[src/design/i2cm_pkg.sv]
package i2cm_pkg;

  // Sequencer phases of one bus command.
  typedef enum logic [3:0] {
    PH_IDLE,
    PH_ST1,
    PH_ST2,
    PH_SP1,
    PH_SP2,
    PH_WA1,
    PH_WA2,
    PH_POLL,
    PH_WR_LO,
    PH_WR_HI,
    PH_WR_END,
    PH_RD_LO,
    PH_RD_HI,
    PH_AK_LO,
    PH_AK_HI
  } phase_t;

  // Command codes on the operation field.
  localparam logic [2:0] OP_NONE  = 3'd0;
  localparam logic [2:0] OP_START = 3'd1;
  localparam logic [2:0] OP_STOP  = 3'd2;
  localparam logic [2:0] OP_WRITE = 3'd3;
  localparam logic [2:0] OP_WAIT  = 3'd4;
  localparam logic [2:0] OP_READ  = 3'd5;

  localparam int DELAY_W   = 16;
  localparam int TIMEOUT_W = 8;
  localparam int BYTE_W    = 8;
  localparam int BITCNT_W  = 4;

  localparam logic [DELAY_W-1:0]   DELAY_RESET   = 16'd2;
  localparam logic [TIMEOUT_W-1:0] TIMEOUT_RESET = 8'd250;
  localparam logic [BITCNT_W-1:0]  BITS_PER_BYTE = 4'd8;

  // Register file: one register per word address, read as a 32-bit word.
  localparam int PADDR_W = 3;
  localparam int PDATA_W = 32;
  localparam logic REG_DELAY_TICKS = 1'b0;
  localparam logic REG_ACK_TIMEOUT = 1'b1;

endpackage

[src/design/i2c_master_bit_engine.sv]
// Channel  | Handshake            | Payload
// ---------+----------------------+--------------------------------------------
// in       | in_valid / in_ready  | operation, tx_byte, send_ack, sda_in
// out      | out_valid / out_ready| scl_level, sda_level, sda_enable, busy_res,
//          |                      | done_res, rx_byte, ack_error
// config   | APB psel/penable     | paddr 0: delay_ticks, paddr 4: ack_timeout
//
// Each input word is one bus tick: the sequencer state and the result
// register load at the same edge when the word is accepted. A new word
// is taken every cycle while the result register is empty or being drained,
// so throughput is one word per clock. Reset (rst, synchronous) returns the
// sequencer to idle with SCL and SDA driven high and restores the register
// defaults. A stall on the output holds the result and stops input intake.
module i2c_master_bit_engine (
  input  logic                              clk,
  input  logic                              rst,
  // Input channel
  input  logic                              in_valid,
  output logic                              in_ready,
  input  logic [2:0]                        operation,
  input  logic [i2cm_pkg::BYTE_W-1:0]       tx_byte,
  input  logic                              send_ack,
  input  logic                              sda_in,
  // Output channel
  output logic                              out_valid,
  input  logic                              out_ready,
  output logic                              scl_level,
  output logic                              sda_level,
  output logic                              sda_enable,
  output logic                              busy_res,
  output logic                              done_res,
  output logic [i2cm_pkg::BYTE_W-1:0]       rx_byte,
  output logic                              ack_error,
  // Configuration port
  input  logic                              psel,
  input  logic                              penable,
  input  logic                              pwrite,
  input  logic [i2cm_pkg::PADDR_W-1:0]      paddr,
  input  logic [i2cm_pkg::PDATA_W-1:0]      pwdata,
  output logic [i2cm_pkg::PDATA_W-1:0]      prdata,
  output logic                              pready
);

  // Configuration registers.
  logic [i2cm_pkg::DELAY_W-1:0]   delay_ticks;
  logic [i2cm_pkg::TIMEOUT_W-1:0] ack_timeout;

  // Sequencer state.
  i2cm_pkg::phase_t               phase, phase_next;
  logic [i2cm_pkg::BITCNT_W-1:0]  bit_count, bit_count_next;
  logic [i2cm_pkg::BYTE_W-1:0]    shift_reg, shift_reg_next;
  logic [i2cm_pkg::DELAY_W-1:0]   delay_count, delay_count_next;
  logic [i2cm_pkg::TIMEOUT_W-1:0] poll_count, poll_count_next;
  logic                           scl_r, scl_r_next;
  logic                           sda_r, sda_r_next;
  logic                           en_r, en_r_next;
  logic                           ack_choice, ack_choice_next;
  logic                           error_flag, error_flag_next;
  logic [i2cm_pkg::BYTE_W-1:0]    rx_last, rx_last_next;
  logic                           done_next;

  logic                           in_fire;
  logic                           cfg_write;
  logic [i2cm_pkg::DELAY_W-1:0]   hold_load;
  logic [i2cm_pkg::BITCNT_W-1:0]  bit_count_inc;

  // The result register parts the two channels: input is taken whenever the
  // pending result is absent or leaves at this same edge.
  assign in_ready = !out_valid || out_ready;
  assign in_fire  = in_valid && in_ready;

  assign pready    = 1'b1;
  assign cfg_write = psel && penable && pwrite && pready;

  always_comb begin
    case (paddr[2])
      i2cm_pkg::REG_DELAY_TICKS: begin
        prdata = {{(i2cm_pkg::PDATA_W-i2cm_pkg::DELAY_W){1'b0}}, delay_ticks};
      end
      i2cm_pkg::REG_ACK_TIMEOUT: begin
        prdata = {{(i2cm_pkg::PDATA_W-i2cm_pkg::TIMEOUT_W){1'b0}}, ack_timeout};
      end
      default: begin
        prdata = '0;
      end
    endcase
  end

  always_ff @(posedge clk) begin
    if (rst) begin
      delay_ticks <= i2cm_pkg::DELAY_RESET;
      ack_timeout <= i2cm_pkg::TIMEOUT_RESET;
    end else if (cfg_write) begin
      case (paddr[2])
        i2cm_pkg::REG_DELAY_TICKS: begin
          delay_ticks <= pwdata[i2cm_pkg::DELAY_W-1:0];
        end
        i2cm_pkg::REG_ACK_TIMEOUT: begin
          ack_timeout <= pwdata[i2cm_pkg::TIMEOUT_W-1:0];
        end
        default: begin
        end
      endcase
    end
  end

  // A hold keeps the lines for delay_ticks ticks including the tick they
  // change on; a programmed delay of zero behaves as one.
  assign hold_load     = (delay_ticks == '0) ? '0 : delay_ticks - 1'b1;
  assign bit_count_inc = bit_count + 1'b1;

  always_comb begin
    phase_next       = phase;
    bit_count_next   = bit_count;
    shift_reg_next   = shift_reg;
    delay_count_next = delay_count;
    poll_count_next  = poll_count;
    scl_r_next       = scl_r;
    sda_r_next       = sda_r;
    en_r_next        = en_r;
    ack_choice_next  = ack_choice;
    error_flag_next  = error_flag;
    rx_last_next     = rx_last;
    done_next        = 1'b0;

    if (phase == i2cm_pkg::PH_IDLE) begin
      // New commands are only looked at while idle; unknown codes do nothing.
      case (operation)
        i2cm_pkg::OP_START: begin
          {scl_r_next, sda_r_next, en_r_next} = 3'b111;
          delay_count_next = hold_load;
          phase_next       = i2cm_pkg::PH_ST1;
        end
        i2cm_pkg::OP_STOP: begin
          {scl_r_next, sda_r_next, en_r_next} = 3'b001;
          delay_count_next = hold_load;
          phase_next       = i2cm_pkg::PH_SP1;
        end
        i2cm_pkg::OP_WRITE: begin
          bit_count_next   = '0;
          shift_reg_next   = {tx_byte[i2cm_pkg::BYTE_W-2:0], 1'b0};
          scl_r_next       = 1'b0;
          sda_r_next       = tx_byte[i2cm_pkg::BYTE_W-1];
          en_r_next        = 1'b1;
          delay_count_next = hold_load;
          phase_next       = i2cm_pkg::PH_WR_LO;
        end
        i2cm_pkg::OP_WAIT: begin
          error_flag_next  = 1'b0;
          poll_count_next  = '0;
          sda_r_next       = 1'b1;
          en_r_next        = 1'b0;
          delay_count_next = hold_load;
          phase_next       = i2cm_pkg::PH_WA1;
        end
        i2cm_pkg::OP_READ: begin
          ack_choice_next  = send_ack;
          shift_reg_next   = '0;
          bit_count_next   = '0;
          {scl_r_next, sda_r_next, en_r_next} = 3'b010;
          delay_count_next = hold_load;
          phase_next       = i2cm_pkg::PH_RD_LO;
        end
        default: begin
        end
      endcase
    end else if (phase == i2cm_pkg::PH_POLL || (phase == i2cm_pkg::PH_WA2 &&
                 delay_count == '0)) begin
      // Acknowledge poll: one sample of SDA per tick. Low means the slave
      // acknowledged; too many high samples raise the error and force a stop.
      phase_next = i2cm_pkg::PH_POLL;
      if (!sda_in) begin
        scl_r_next = 1'b0;
        phase_next = i2cm_pkg::PH_IDLE;
        done_next  = 1'b1;
      end else if (poll_count >= ack_timeout) begin
        error_flag_next  = 1'b1;
        {scl_r_next, sda_r_next, en_r_next} = 3'b001;
        delay_count_next = hold_load;
        phase_next       = i2cm_pkg::PH_SP1;
      end else begin
        poll_count_next = poll_count + 1'b1;
      end
    end else if (delay_count != '0) begin
      delay_count_next = delay_count - 1'b1;
    end else begin
      case (phase)
        i2cm_pkg::PH_ST1: begin
          sda_r_next       = 1'b0;
          delay_count_next = hold_load;
          phase_next       = i2cm_pkg::PH_ST2;
        end
        i2cm_pkg::PH_ST2: begin
          scl_r_next = 1'b0;
          phase_next = i2cm_pkg::PH_IDLE;
          done_next  = 1'b1;
        end
        i2cm_pkg::PH_SP1: begin
          {scl_r_next, sda_r_next, en_r_next} = 3'b111;
          delay_count_next = hold_load;
          phase_next       = i2cm_pkg::PH_SP2;
        end
        i2cm_pkg::PH_SP2: begin
          phase_next = i2cm_pkg::PH_IDLE;
          done_next  = 1'b1;
        end
        i2cm_pkg::PH_WA1: begin
          scl_r_next       = 1'b1;
          delay_count_next = hold_load;
          phase_next       = i2cm_pkg::PH_WA2;
        end
        i2cm_pkg::PH_WR_LO: begin
          scl_r_next       = 1'b1;
          delay_count_next = hold_load;
          phase_next       = i2cm_pkg::PH_WR_HI;
        end
        i2cm_pkg::PH_WR_HI: begin
          // Falling SCL: present the next data bit, or finish after bit eight.
          bit_count_next   = bit_count_inc;
          scl_r_next       = 1'b0;
          delay_count_next = hold_load;
          if (bit_count_inc < i2cm_pkg::BITS_PER_BYTE) begin
            sda_r_next     = shift_reg[i2cm_pkg::BYTE_W-1];
            shift_reg_next = {shift_reg[i2cm_pkg::BYTE_W-2:0], 1'b0};
            phase_next     = i2cm_pkg::PH_WR_LO;
          end else begin
            phase_next     = i2cm_pkg::PH_WR_END;
          end
        end
        i2cm_pkg::PH_WR_END: begin
          phase_next = i2cm_pkg::PH_IDLE;
          done_next  = 1'b1;
        end
        i2cm_pkg::PH_RD_LO: begin
          // Rising SCL: sample the data bit.
          scl_r_next       = 1'b1;
          shift_reg_next   = {shift_reg[i2cm_pkg::BYTE_W-2:0], sda_in};
          delay_count_next = hold_load;
          phase_next       = i2cm_pkg::PH_RD_HI;
        end
        i2cm_pkg::PH_RD_HI: begin
          bit_count_next   = bit_count_inc;
          delay_count_next = hold_load;
          if (bit_count_inc < i2cm_pkg::BITS_PER_BYTE) begin
            scl_r_next = 1'b0;
            phase_next = i2cm_pkg::PH_RD_LO;
          end else begin
            // Byte complete: drive ACK (low) or NACK (high) on SDA.
            rx_last_next = shift_reg;
            scl_r_next   = 1'b0;
            sda_r_next   = !ack_choice;
            en_r_next    = 1'b1;
            phase_next   = i2cm_pkg::PH_AK_LO;
          end
        end
        i2cm_pkg::PH_AK_LO: begin
          scl_r_next       = 1'b1;
          delay_count_next = hold_load;
          phase_next       = i2cm_pkg::PH_AK_HI;
        end
        i2cm_pkg::PH_AK_HI: begin
          scl_r_next = 1'b0;
          phase_next = i2cm_pkg::PH_IDLE;
          done_next  = 1'b1;
        end
        default: begin
          phase_next = i2cm_pkg::PH_IDLE;
        end
      endcase
    end
  end

  // Sequencer state and result register load together on an accepted word.
  always_ff @(posedge clk) begin
    if (rst) begin
      phase       <= i2cm_pkg::PH_IDLE;
      bit_count   <= '0;
      shift_reg   <= '0;
      delay_count <= '0;
      poll_count  <= '0;
      scl_r       <= 1'b1;
      sda_r       <= 1'b1;
      en_r        <= 1'b1;
      ack_choice  <= 1'b0;
      error_flag  <= 1'b0;
      rx_last     <= '0;
      done_res    <= 1'b0;
      busy_res    <= 1'b0;
      out_valid   <= 1'b0;
    end else begin
      if (in_fire) begin
        phase       <= phase_next;
        bit_count   <= bit_count_next;
        shift_reg   <= shift_reg_next;
        delay_count <= delay_count_next;
        poll_count  <= poll_count_next;
        scl_r       <= scl_r_next;
        sda_r       <= sda_r_next;
        en_r        <= en_r_next;
        ack_choice  <= ack_choice_next;
        error_flag  <= error_flag_next;
        rx_last     <= rx_last_next;
        done_res    <= done_next;
        busy_res    <= (phase_next != i2cm_pkg::PH_IDLE);
        out_valid   <= 1'b1;
      end else if (out_ready) begin
        out_valid   <= 1'b0;
      end
    end
  end

  // The line and status registers only change on an accepted word, so they
  // double as the payload of the pending result.
  assign scl_level  = scl_r;
  assign sda_level  = sda_r;
  assign sda_enable = en_r;
  assign rx_byte    = rx_last;
  assign ack_error  = error_flag;

endmodule
[config.mk]
export PLATFORM = sky130hd
export DESIGN_NAME = i2c_master_bit_engine
export DESIGN_NICKNAME = d
export VERILOG_FILES = /design/src/design/i2cm_pkg.sv /design/src/design/i2c_master_bit_engine.sv
export SDC_FILE = /design/constraint.sdc
export NUM_CORES = 1
export LEC_CHECK = 0
export BUFFER_PORTS_ARGS = -buffer_cell sky130_fd_sc_hd__buf_2
export CORE_MARGIN = 5
export CORE_UTILIZATION = 45
export CTS_CLUSTER_DIAMETER = 30
export DETAILED_ROUTE_END_ITERATION = 8
export PLACE_DENSITY = 0.76
export SYNTH_ARGS = -nofsm -noshare
export SYNTH_HDL_FRONTEND = slang
export SYNTH_SLANG_ARGS = --single-unit
[constraint.sdc]
create_clock -name clk -period 4.7 [get_ports clk]
set_input_delay 0.235 -clock clk [delete_from_list [all_inputs] [get_ports clk]]
set_output_delay 0.235 -clock clk [all_outputs]
set_load 0.005 [all_outputs]
==> results.ini, run 1 <==
[status]
status = complete, no violations

[die]
die_area_um2 = 13180
rows = 38
initial_core_util_pct = 45.81
dieHeight_um = 114.8
core_area_um2 = 10790
fp.dieW_um = 114.8
ios = 104

[cts]
cts.hold.buffers_added = 0
insertion_delay_ps = 370
cts_made_buffers = 9
cts.repair.resized = 0
htreeDepth = 3
clockBufferDepth = 2
clock_sinks = 80
clk_pin_slew_ps = 80
tritoncts = yes
cts_setup_buffers = 0
clock_tree.root_cell = clkbuf_8

[detailed_routing]
drt-total-wl_mm = 12.84
drtPass1Iterations = 5
vias = 4929
drc = 0
routed_via_density = 5.840
ant_nets = 0
drt-initial-drc-count = 444
post_drt_wl_per_cell_um = 15.22

[worst_setup_path]
critical_path_class = register to register
reg2reg_slack_ps = 1380
cp_cell_sequence = or4_1 > o21ai_1 > a21oi_1 > buf_4 > or2_2 > o32ai_1 > nand2_1 > a21oi_1
crit_path_max_incr_delay_ps = 970
worstPathMaxFanout = 23
cp_slowest_cell = or4_1
rr_startpoint = phase[1]
cp.arrival_ps = 3610
cp-end-kind = register
crit_path_start_kind = register
r2r-end = delay_count[12]
reg2reg_depth = 8
cp.required_ps = 4990
critPathMostFrequentCell = a21oi_1

[synthesis]
seq_area_frac_synth_pct = 32.39
async_flop_share_pct = 0
synthDominantCellAreaShare_pct = 32.39
synth-seq-cells = 80
ys_types = 59
synth_top_area_cell = dfxtp_1
synth_edf_count = 0
synth_area_um2 = 4945
ys.flop_type = dfxtp_1
syn_area_per_cell_um2 = 7.538
yosys_warnings = 0
synth_cells = 656
synthTopCellsByArea = dfxtp_1 32%, a21oi_1 6.7%, nand2_1 5.5%

[timing]
finalMaxSlewViolations = 0
setup_viol = 0
min_period_ps = 3318
tightest_slew_ps = 1187
finalCritPeriodShare_pct = 70.59
timing.hold.ws_ps = 97.09
rsz0062_at_grt = no
fmax_ghz = 0.3014
finalClockSkew_ps = 10.74
slew-limit-headroom_pct = 20.21
final_hold_viol_count = 0
fin_tns_setup_ps = 0

[cells_and_area]
final_cell_mix = 80 x dfxtp_1, 72 x nand2_1, 71 x nor2_1
fin_util_pct = 50.64
n_fill_cell = 1054
layout-drive-gt1-share_pct = 15.20
antenna_cells = 0
layout_commonest_cell = dfxtp_1
final_nets = 769
area_delta_synth_final_pct = 10.53
reg.largest.list = delay_count (16), delay_ticks (16)

[pwr]
cellLeakagePower_nw = 2.148
worst_ir_drop_vdd_v = 0.0002397
power-per-cell-area_nw_per_um2 = 398.1

[place]
dp_hpwl_mm = 9.110
gp_congestion = 0.8819
numPortBuffers = 68

[global_route]
grt_usage_pct = 19.23
grt_antenna_before_repair = 0
grt_max_degree = 67
grt_first_pass_wirelength_mm = 21.11
grt.overflow.total = 0
grt_pass1_vias = 4549

[job]
cap_violations = 0

[worst_hold_path]
hold_class = input port to register
hp-start = send_ack
hold-path-cell-count = 3
hold_end = ack_choice

-- routing by layer --
layer | track usage, % | part of all wire, % | vias up
met3 | 5.474 | 8.1 | 24
met5 | 0 | 0 | -
li1 | - | - | 2410
met4 | 6.651 | 1.9 | 0
met1 | 24.72 | 43 | 2299
met2 | 31.04 | 47 | 196
-- power breakdown --
group / total (mW) / leakage [nW] / internal [mW] / switching (mW)
logic: 0.867 / 1.40 / 0.307 / 0.561
clock network: 0.497 / 0.0988 / 0.235 / 0.261
registers: 0.812 / 0.650 / 0.733 / 0.0782
-- worst max-delay path by stage --
stage                     cells past startpoint  slack [ps]           from         endpoint
final                                         8        1380       phase[1]  delay_count[12]
after global routing                          9        1070  poll_count[0]  delay_count[10]
after CTS                                     8        1410       phase[1]  delay_count[12]
after detailed placement                      8        1450       phase[1]  delay_count[12]
after global placement                        8        1520       phase[1]  delay_count[11]
after floorplan                               9        2060  poll_count[0]    poll_count[7]
-- worst max-delay path, delay by kind of cell, from the launching register on --
kind	cells	cell delay (ps)
and+or+nand+nor	3	1420
AOI/OAI and AO/OA	4	1020
buffers and inverters	1	230
DFF	1	560
-- cells by family (layout without fill, tap and decap cells) --
kind of cell / Yosys count / count (layout) / share of synthesized area [%]
other cells: 2 / 17 / 0.1519
compound gates: 188 / 188 / 23.86
fa+ha+maj: 15 / 15 / 3.796
mux: 20 / 20 / 4.226
simple gates: 257 / 257 / 25.48
buf+inv: 78 / 111 / 7.262
flops: 80 / 80 / 32.39
xor+xnor: 16 / 16 / 2.834
-- stage by stage --
| step | cells | worst slack (ps) | instance area (um^2) | total power [mW] |
|---|---|---|---|---|
| final | 844 | 1382 | 5465 | 2.176 |
| after global routing | 844 | 1066 | 5465 | 2.318 |
| after CTS | 844 | 1412 | 5465 | 2.170 |
| after detailed placement | 828 | 1446 | 5274 | 1.673 |
| after global placement | 828 | 1520 | 5274 | 1.647 |
| after floorplan | 671 | 2061 | 5001 | 1.478 |
-- final cells by class --
cell class	count	area, um^2	area share, %
tap	140	175.2	3.205
inverter	23	86.33	1.580
clock inverter	4	26.28	0.4808
clock buffer	12	165.2	3.022
timing repair buffer	72	370.4	6.777
sequential	80	1602	29.30
multi-input combinational	513	3040	55.63
-- cell usage after synthesis, types with 5 or more instances --
cell and n:
dfxtp_1 80, nand2_1 72, nor2_1 71, a21oi_1 66, o21ai_0 41, clkbuf_1 34
nor3_1 28, inv_1 22, buf_4 17, nand3_1 16, ha_1 15, a211oi_1 14
mux2i_1 13, nor2b_1 13, o211ai_1 13, nor4_1 9, xnor2_1 9, a22oi_1 8
a31oi_1 7, mux2_2 7, nand2b_1 7, o31ai_1 7, or3_1 7, xor2_1 7
and3_1 5, nand4_1 5
Power figures use the tool's default switching activity.
==> run 2: changes to the inputs <==
clock period = 3.2 ns   (was 4.7 ns; I/O delays follow)
==> results.ini, run 2 (same netlist as run 1, synthesis figures left out) <==
[status]
status = complete, no violations

[place]
numPortBuffers = 68  ; unchanged
gp_congestion = 0.9334  ; +5.8%
dp_hpwl_mm = 9.329  ; +2.4%

[detailed_routing]
drt-total-wl_mm = 12.88  ; +0.32%
top_layer = met4
drtPass1Iterations = 5  ; unchanged
ant_nets = 0  ; unchanged
wl_met1_mm = 5.523  ; -0.63%
drt-initial-drc-count = 400  ; -9.9%
met3_length_mm = 1.052  ; +0.57%
drc = 0  ; unchanged
routed_via_density = 5.845  ; about the same
post_drt_wl_per_cell_um = 15.02  ; -1.3%
dr_wl_met2_mm = 5.971  ; -0.28%
vias = 5015  ; +1.7%

[die]
ios = 104  ; unchanged
initial_core_util_pct = 45.81  ; unchanged
fp.dieW_um = 114.8  ; unchanged
rows = 38  ; unchanged
die_area_um2 = 13180  ; unchanged
dieHeight_um = 114.8  ; unchanged
core_area_um2 = 10790  ; unchanged

[timing]
finalCritPeriodShare_pct = 93.42  ; +23 points
final_hold_viol_count = 0  ; unchanged
rsz0062_at_grt = no
finalClockSkew_ps = 15.49  ; +4.742 ps
tightest_slew_ps = 1098  ; -88.93 ps
slew-limit-headroom_pct = 26.53  ; +6.3 points
fin_tns_setup_ps = 0  ; unchanged
fmax_ghz = 0.3345  ; +11%
finalMaxSlewViolations = 0  ; unchanged
min_period_ps = 2989  ; -328.5 ps
setup_viol = 0  ; unchanged

[worst_setup_path]
crit_path_start_kind = register
r2r-end = poll_count[7]
rr_startpoint = poll_count[0]
cp_slowest_cell = a2111oi_4
cp-end-kind = register
worstPathMaxFanout = 10  ; -57%
cp.arrival_ps = 3290  ; -320 ps
cp.required_ps = 3500  ; -1490 ps
reg2reg_depth = 9  ; +1
reg2reg_slack_ps = 210  ; -1170 ps
crit_path_max_incr_delay_ps = 610  ; -360 ps
cp_cell_sequence = inv_1 > ha_1 > nand2b_1 > a2111oi_0 > o41ai_1 > a2111oi_4 > o21ai_2 > or4_1 > a21oi_1
critical_path_class = register to register

[global_route]
grt_pass1_vias = 4660  ; +2.4%
grt.overflow.total = 0  ; unchanged
grt_max_degree = 66  ; -1.5%
grt_usage_pct = 19.39  ; +0.16 points
grt_antenna_before_repair = 0  ; unchanged
grt_first_pass_wirelength_mm = 21.30  ; +0.91%

[worst_hold_path]
hold-path-cell-count = 3  ; unchanged
hold_end = delay_ticks[8]
hp-start = pwdata[8]
hold_class = input port to register

[pwr]
worst_ir_drop_vdd_v = 0.0004003  ; +67%
power_mw = 3.376  ; +55%
cellLeakagePower_nw = 2.224  ; +3.5%
power-per-cell-area_nw_per_um2 = 602.7  ; +51%

[cts]
tritoncts = yes
clk_pin_slew_ps = 80  ; about the same
cts.repair.resized = 0  ; unchanged
clock_tree.root_cell = clkbuf_8
htreeDepth = 3  ; unchanged
clock_sinks = 80  ; unchanged
cts.hold.buffers_added = 0  ; unchanged
insertion_delay_ps = 370  ; about the same
cts_made_buffers = 9  ; unchanged
clockBufferDepth = 2  ; unchanged
cts_setup_buffers = 0  ; unchanged

[cells_and_area]
reg.largest.list = delay_count (16), delay_ticks (16)
final_nets = 783  ; +1.8%
fin_util_pct = 51.89  ; +1.3 points
antenna_cells = 0  ; unchanged
layout_commonest_cell = dfxtp_1
final_cell_mix = 80 x dfxtp_1, 72 x nand2_1, 71 x nor2_1
n_fill_cell = 1002  ; -4.9%
layout-drive-gt1-share_pct = 16.71  ; +1.5 points
area_delta_synth_final_pct = 13.26

[job]
cap_violations = 0  ; unchanged

## run 2: changes by cell type in the layout (fill, tap and decap cells not counted)
| cell | delta |
|---|---|
| clkinv_2 | -1 |
| clkbuf_1 | +1 |
| bufinv_16 | +2 |
| inv_6 | -1 |
| clkinvlp_4 | +1 |
| buf_4 | +14 |
| clkbuf_8 | -2 |
## run 2: worst max path at each step
stage,cells after the start,from,end
floorplan,9,poll_count[0],poll_count[7]
global placement,9,poll_count[0],poll_count[7]
detailed placement,9,poll_count[0],poll_count[7]
CTS,9,poll_count[0],poll_count[7]
global route,9,poll_count[0],delay_count[7]
finish,9,poll_count[0],poll_count[7]
## run 2: worst max-delay path, delay by kind of cell, from the launching register on
family          cells  cell delay, ps
simple gates        2             660
compound gates      5            1590
buf+inv             1              80
fa+ha+maj           1             260
flops               1             340
## run 2: cell type report
cell class                 count  area, um^2  share of cell area, %
sequential                    80        1602                  28.60
inverter                      23       86.33                  1.542
clock inverter                 5       80.08                  1.430
timing repair buffer          86       475.5                  8.490
multi-input combinational    513        3040                  54.29
clock buffer                  11       141.4                  2.525
tap                          140       175.2                  3.128
## run 2: layer usage
layer  up-vias  global-route usage [%]
li1       2441                       -
met3        36                   5.474
met2       207                   31.78
met5         -                       0
met4         0                   7.199
met1      2331                   24.36
## run 2: where the power goes
group / switching (mW) / leakage, nW / total [mW] / internal (mW)
clock network: 0.382 / 0.106 / 0.841 / 0.460
registers: 0.0974 / 0.650 / 1.17 / 1.08
logic: 0.852 / 1.47 / 1.36 / 0.508
total: 1.33 / 2.22 / 3.38 / 2.04
## run 2: through the flow
step / hold WS [ps] / worst slack [ps] / std cells / cell area, um^2
floorplan: 289.5 / 561.3 / 671 / 5001
global route: 29.31 / 31.07 / 858 / 5600
finish: 27.82 / 210.7 / 858 / 5600
global placement: 400.8 / 268.4 / 842 / 5379
detailed placement: 408.4 / 170.3 / 842 / 5379
CTS: 14.32 / 156.4 / 858 / 5600
==> run 3: changes to the inputs <==
CELL_PAD_IN_SITES_DETAIL_PLACEMENT = 1   (was default)
CELL_PAD_IN_SITES_GLOBAL_PLACEMENT = 1   (was default)
CORE_MARGIN = 4   (was 5)
CORE_UTILIZATION = 40   (was 45)
PLACE_DENSITY = 0.89   (was 0.76)
==> results.ini, run 3 (same netlist as run 1, synthesis figures left out) <==
[worst_setup_path]
cpLargestDelayFamily = compound AO/OA/AOI/OAI gates
cp_cell_sequence = inv_1 > ha_1 > nand2b_1 > a2111oi_1 > o41ai_2 > a2111oi_4 > buf_4 > nand3_1 > or3_1 > a21oi_1
r2r-end = poll_count[4]
crit_path_start_kind = register
path_buf_inv = 2  ; +1
cp_slowest_cell = a2111oi_1
crit_path_max_incr_delay_ps = 570  ; -40 ps
cp-end-kind = register
reg2reg_depth = 10  ; +1
worstPathMaxFanout = 9  ; -1
cp.arrival_ps = 3270  ; -20 ps
rr_startpoint = poll_count[0]
reg2reg_slack_ps = 210  ; about the same
cp.required_ps = 3470  ; -30 ps
critical_path_class = register to register

[detailed_routing]
drtPass1Iterations = 4  ; -1
vias = 5088  ; +1.5%
drt-initial-drc-count = 349  ; -13%
routed_via_density = 5.743  ; -1.8%
drc = 0  ; unchanged
ant_nets = 0  ; unchanged
drt-total-wl_mm = 15.71  ; +22%
post_drt_wl_per_cell_um = 17.73  ; +18%

[cells_and_area]
final_nets = 783  ; unchanged
reg.largest.list = delay_count (16), delay_ticks (16)
layout-drive-gt1-share_pct = 16.57  ; -0.14 points
layout_commonest_cell = dfxtp_1
n_fill_cell = 1546  ; +54%
area_delta_synth_final_pct = 15.54
antenna_cells = 0  ; unchanged
final_cell_mix = 80 x dfxtp_1, 72 x nand2_1, 71 x nor2_1

[timing]
fmax_ghz = 0.3341  ; -0.13%
fin_tns_setup_ps = 0  ; unchanged
finalCritPeriodShare_pct = 93.54  ; +0.12 points
tightest_slew_ps = 1173  ; +74.73 ps
final_hold_viol_count = 0  ; unchanged
setup_viol = 0  ; unchanged
finalMaxSlewViolations = 0  ; unchanged
finalClockSkew_ps = 10.32  ; -5.168 ps
slew-limit-headroom_pct = 21.53  ; -5.0 points
min_period_ps = 2993  ; +3.920 ps
rsz0062_at_grt = no
fin_ws_ps = 206.7  ; -3.920 ps

[global_route]
grt_usage_pct = 22.27  ; +2.9 points
top_usage_layer = met2
grt_antenna_before_repair = 0  ; unchanged
grt_pass1_vias = 5266  ; +13%
met3_usage_pct = 5.033  ; -0.44 points
grt_util_met1_pct = 26.24  ; +1.9 points
grtUsageMet2_pct = 39.46  ; +7.7 points
grt_max_degree = 66  ; unchanged
grt_first_pass_wirelength_mm = 25.94  ; +22%
grt.overflow.total = 0  ; unchanged

[cts]
clockBufferDepth = 2  ; unchanged
htreeDepth = 3  ; unchanged
insertion_delay_ps = 350  ; -20 ps
clk_pin_slew_ps = 70  ; about the same
clock_tree.root_cell = clkbuf_16
cts_setup_buffers = 0  ; unchanged
cts.hold.buffers_added = 0  ; unchanged
tritoncts = yes
cts_made_buffers = 9  ; unchanged
clock_sinks = 80  ; unchanged

[place]
dp_hpwl_mm = 11.31  ; +21%
gp_congestion = 0.8905  ; -4.6%
pre_cts_slack_ps = 209.9  ; +39.55 ps
numPortBuffers = 68  ; unchanged

[die]
die_area_um2 = 14210  ; +7.7%
initial_core_util_pct = 41.00  ; -4.8 points
dieHeight_um = 119.2  ; +3.8%
rows = 40  ; +5.3%
ios = 104  ; unchanged
core_area_um2 = 12060  ; +12%
fp.dieW_um = 119.2  ; +3.8%

[pwr]
worst_ir_drop_vdd_v = 0.0003115  ; -22%
cellLeakagePower_nw = 2.260  ; +1.6%
power_mw = 3.645  ; +8.0%
power-per-cell-area_nw_per_um2 = 638.0  ; +5.9%

[job]
cap_violations = 0  ; unchanged

[status]
status = complete, no violations

[worst_hold_path]
hold_class = input port to register
hold_end = delay_ticks[8]
hold-path-cell-count = 3  ; unchanged
hp-start = pwdata[8]

run 3: power breakdown:
part	switching (mW)	internal, mW	total, mW
Clock	0.440	0.609	1.05
Combinational	0.909	0.506	1.42
Sequential	0.102	1.08	1.18
Total	1.45	2.19	3.65
run 3: stage by stage:
stage / area, um^2 / utilization, % / hold WS, ps / std cells
after CTS: 5704 / 47.29 / 39.30 / 886
after global placement: 5414 / 44.89 / 399.0 / 870
after global routing: 5713 / 47.37 / 46.74 / 886
final: 5713 / 47.37 / 45.90 / 886
after detailed placement: 5414 / 44.89 / 410.7 / 870
after floorplan: 5001 / - / 289.5 / 671
run 3: worst register-to-register path: stages (launching register included):
cell       delay (ps)
dfxtp_1           340
inv_1              90
ha_1              270
nand2b_1          150
a2111oi_1         570
o41ai_2           230
a2111oi_4         350
buf_4             250
nand3_1           140
or3_1             390
a21oi_1           150
run 3: worst max-delay path by stage:
stage	depth (start not counted)	start	slack [ps]	to
after floorplan	9	poll_count[0]	560	poll_count[7]
after global placement	9	poll_count[0]	360	delay_count[1]
after detailed placement	9	poll_count[0]	210	delay_count[3]
after CTS	9	poll_count[0]	90	delay_count[3]
after global routing	10	poll_count[0]	10	poll_count[4]
final	10	poll_count[0]	210	poll_count[4]
run 3: final cells by class:
class                      instances  area (um^2)  share of cell area, %
multi-input combinational        513         3049                  53.37
sequential                        80         1602                  28.03
timing repair buffer              86        475.5                  8.322
clock buffer                      12        236.5                  4.139
tap                              168        210.2                  3.679
inverter                          23        86.33                  1.511
clock inverter                     4        53.80                 0.9417
run 3: repair_timing:
action,in CTS,in global routing
hold endpoints to repair,0,0
resized for setup,0,2
setup endpoints to repair,0,13
run 3: routing by layer:
layer	share of wire [%]	vias to the layer above
li1	-	2437
met1	42	2494
met2	50	129
met3	5.2	28
met4	2.0	0
met5	0	-
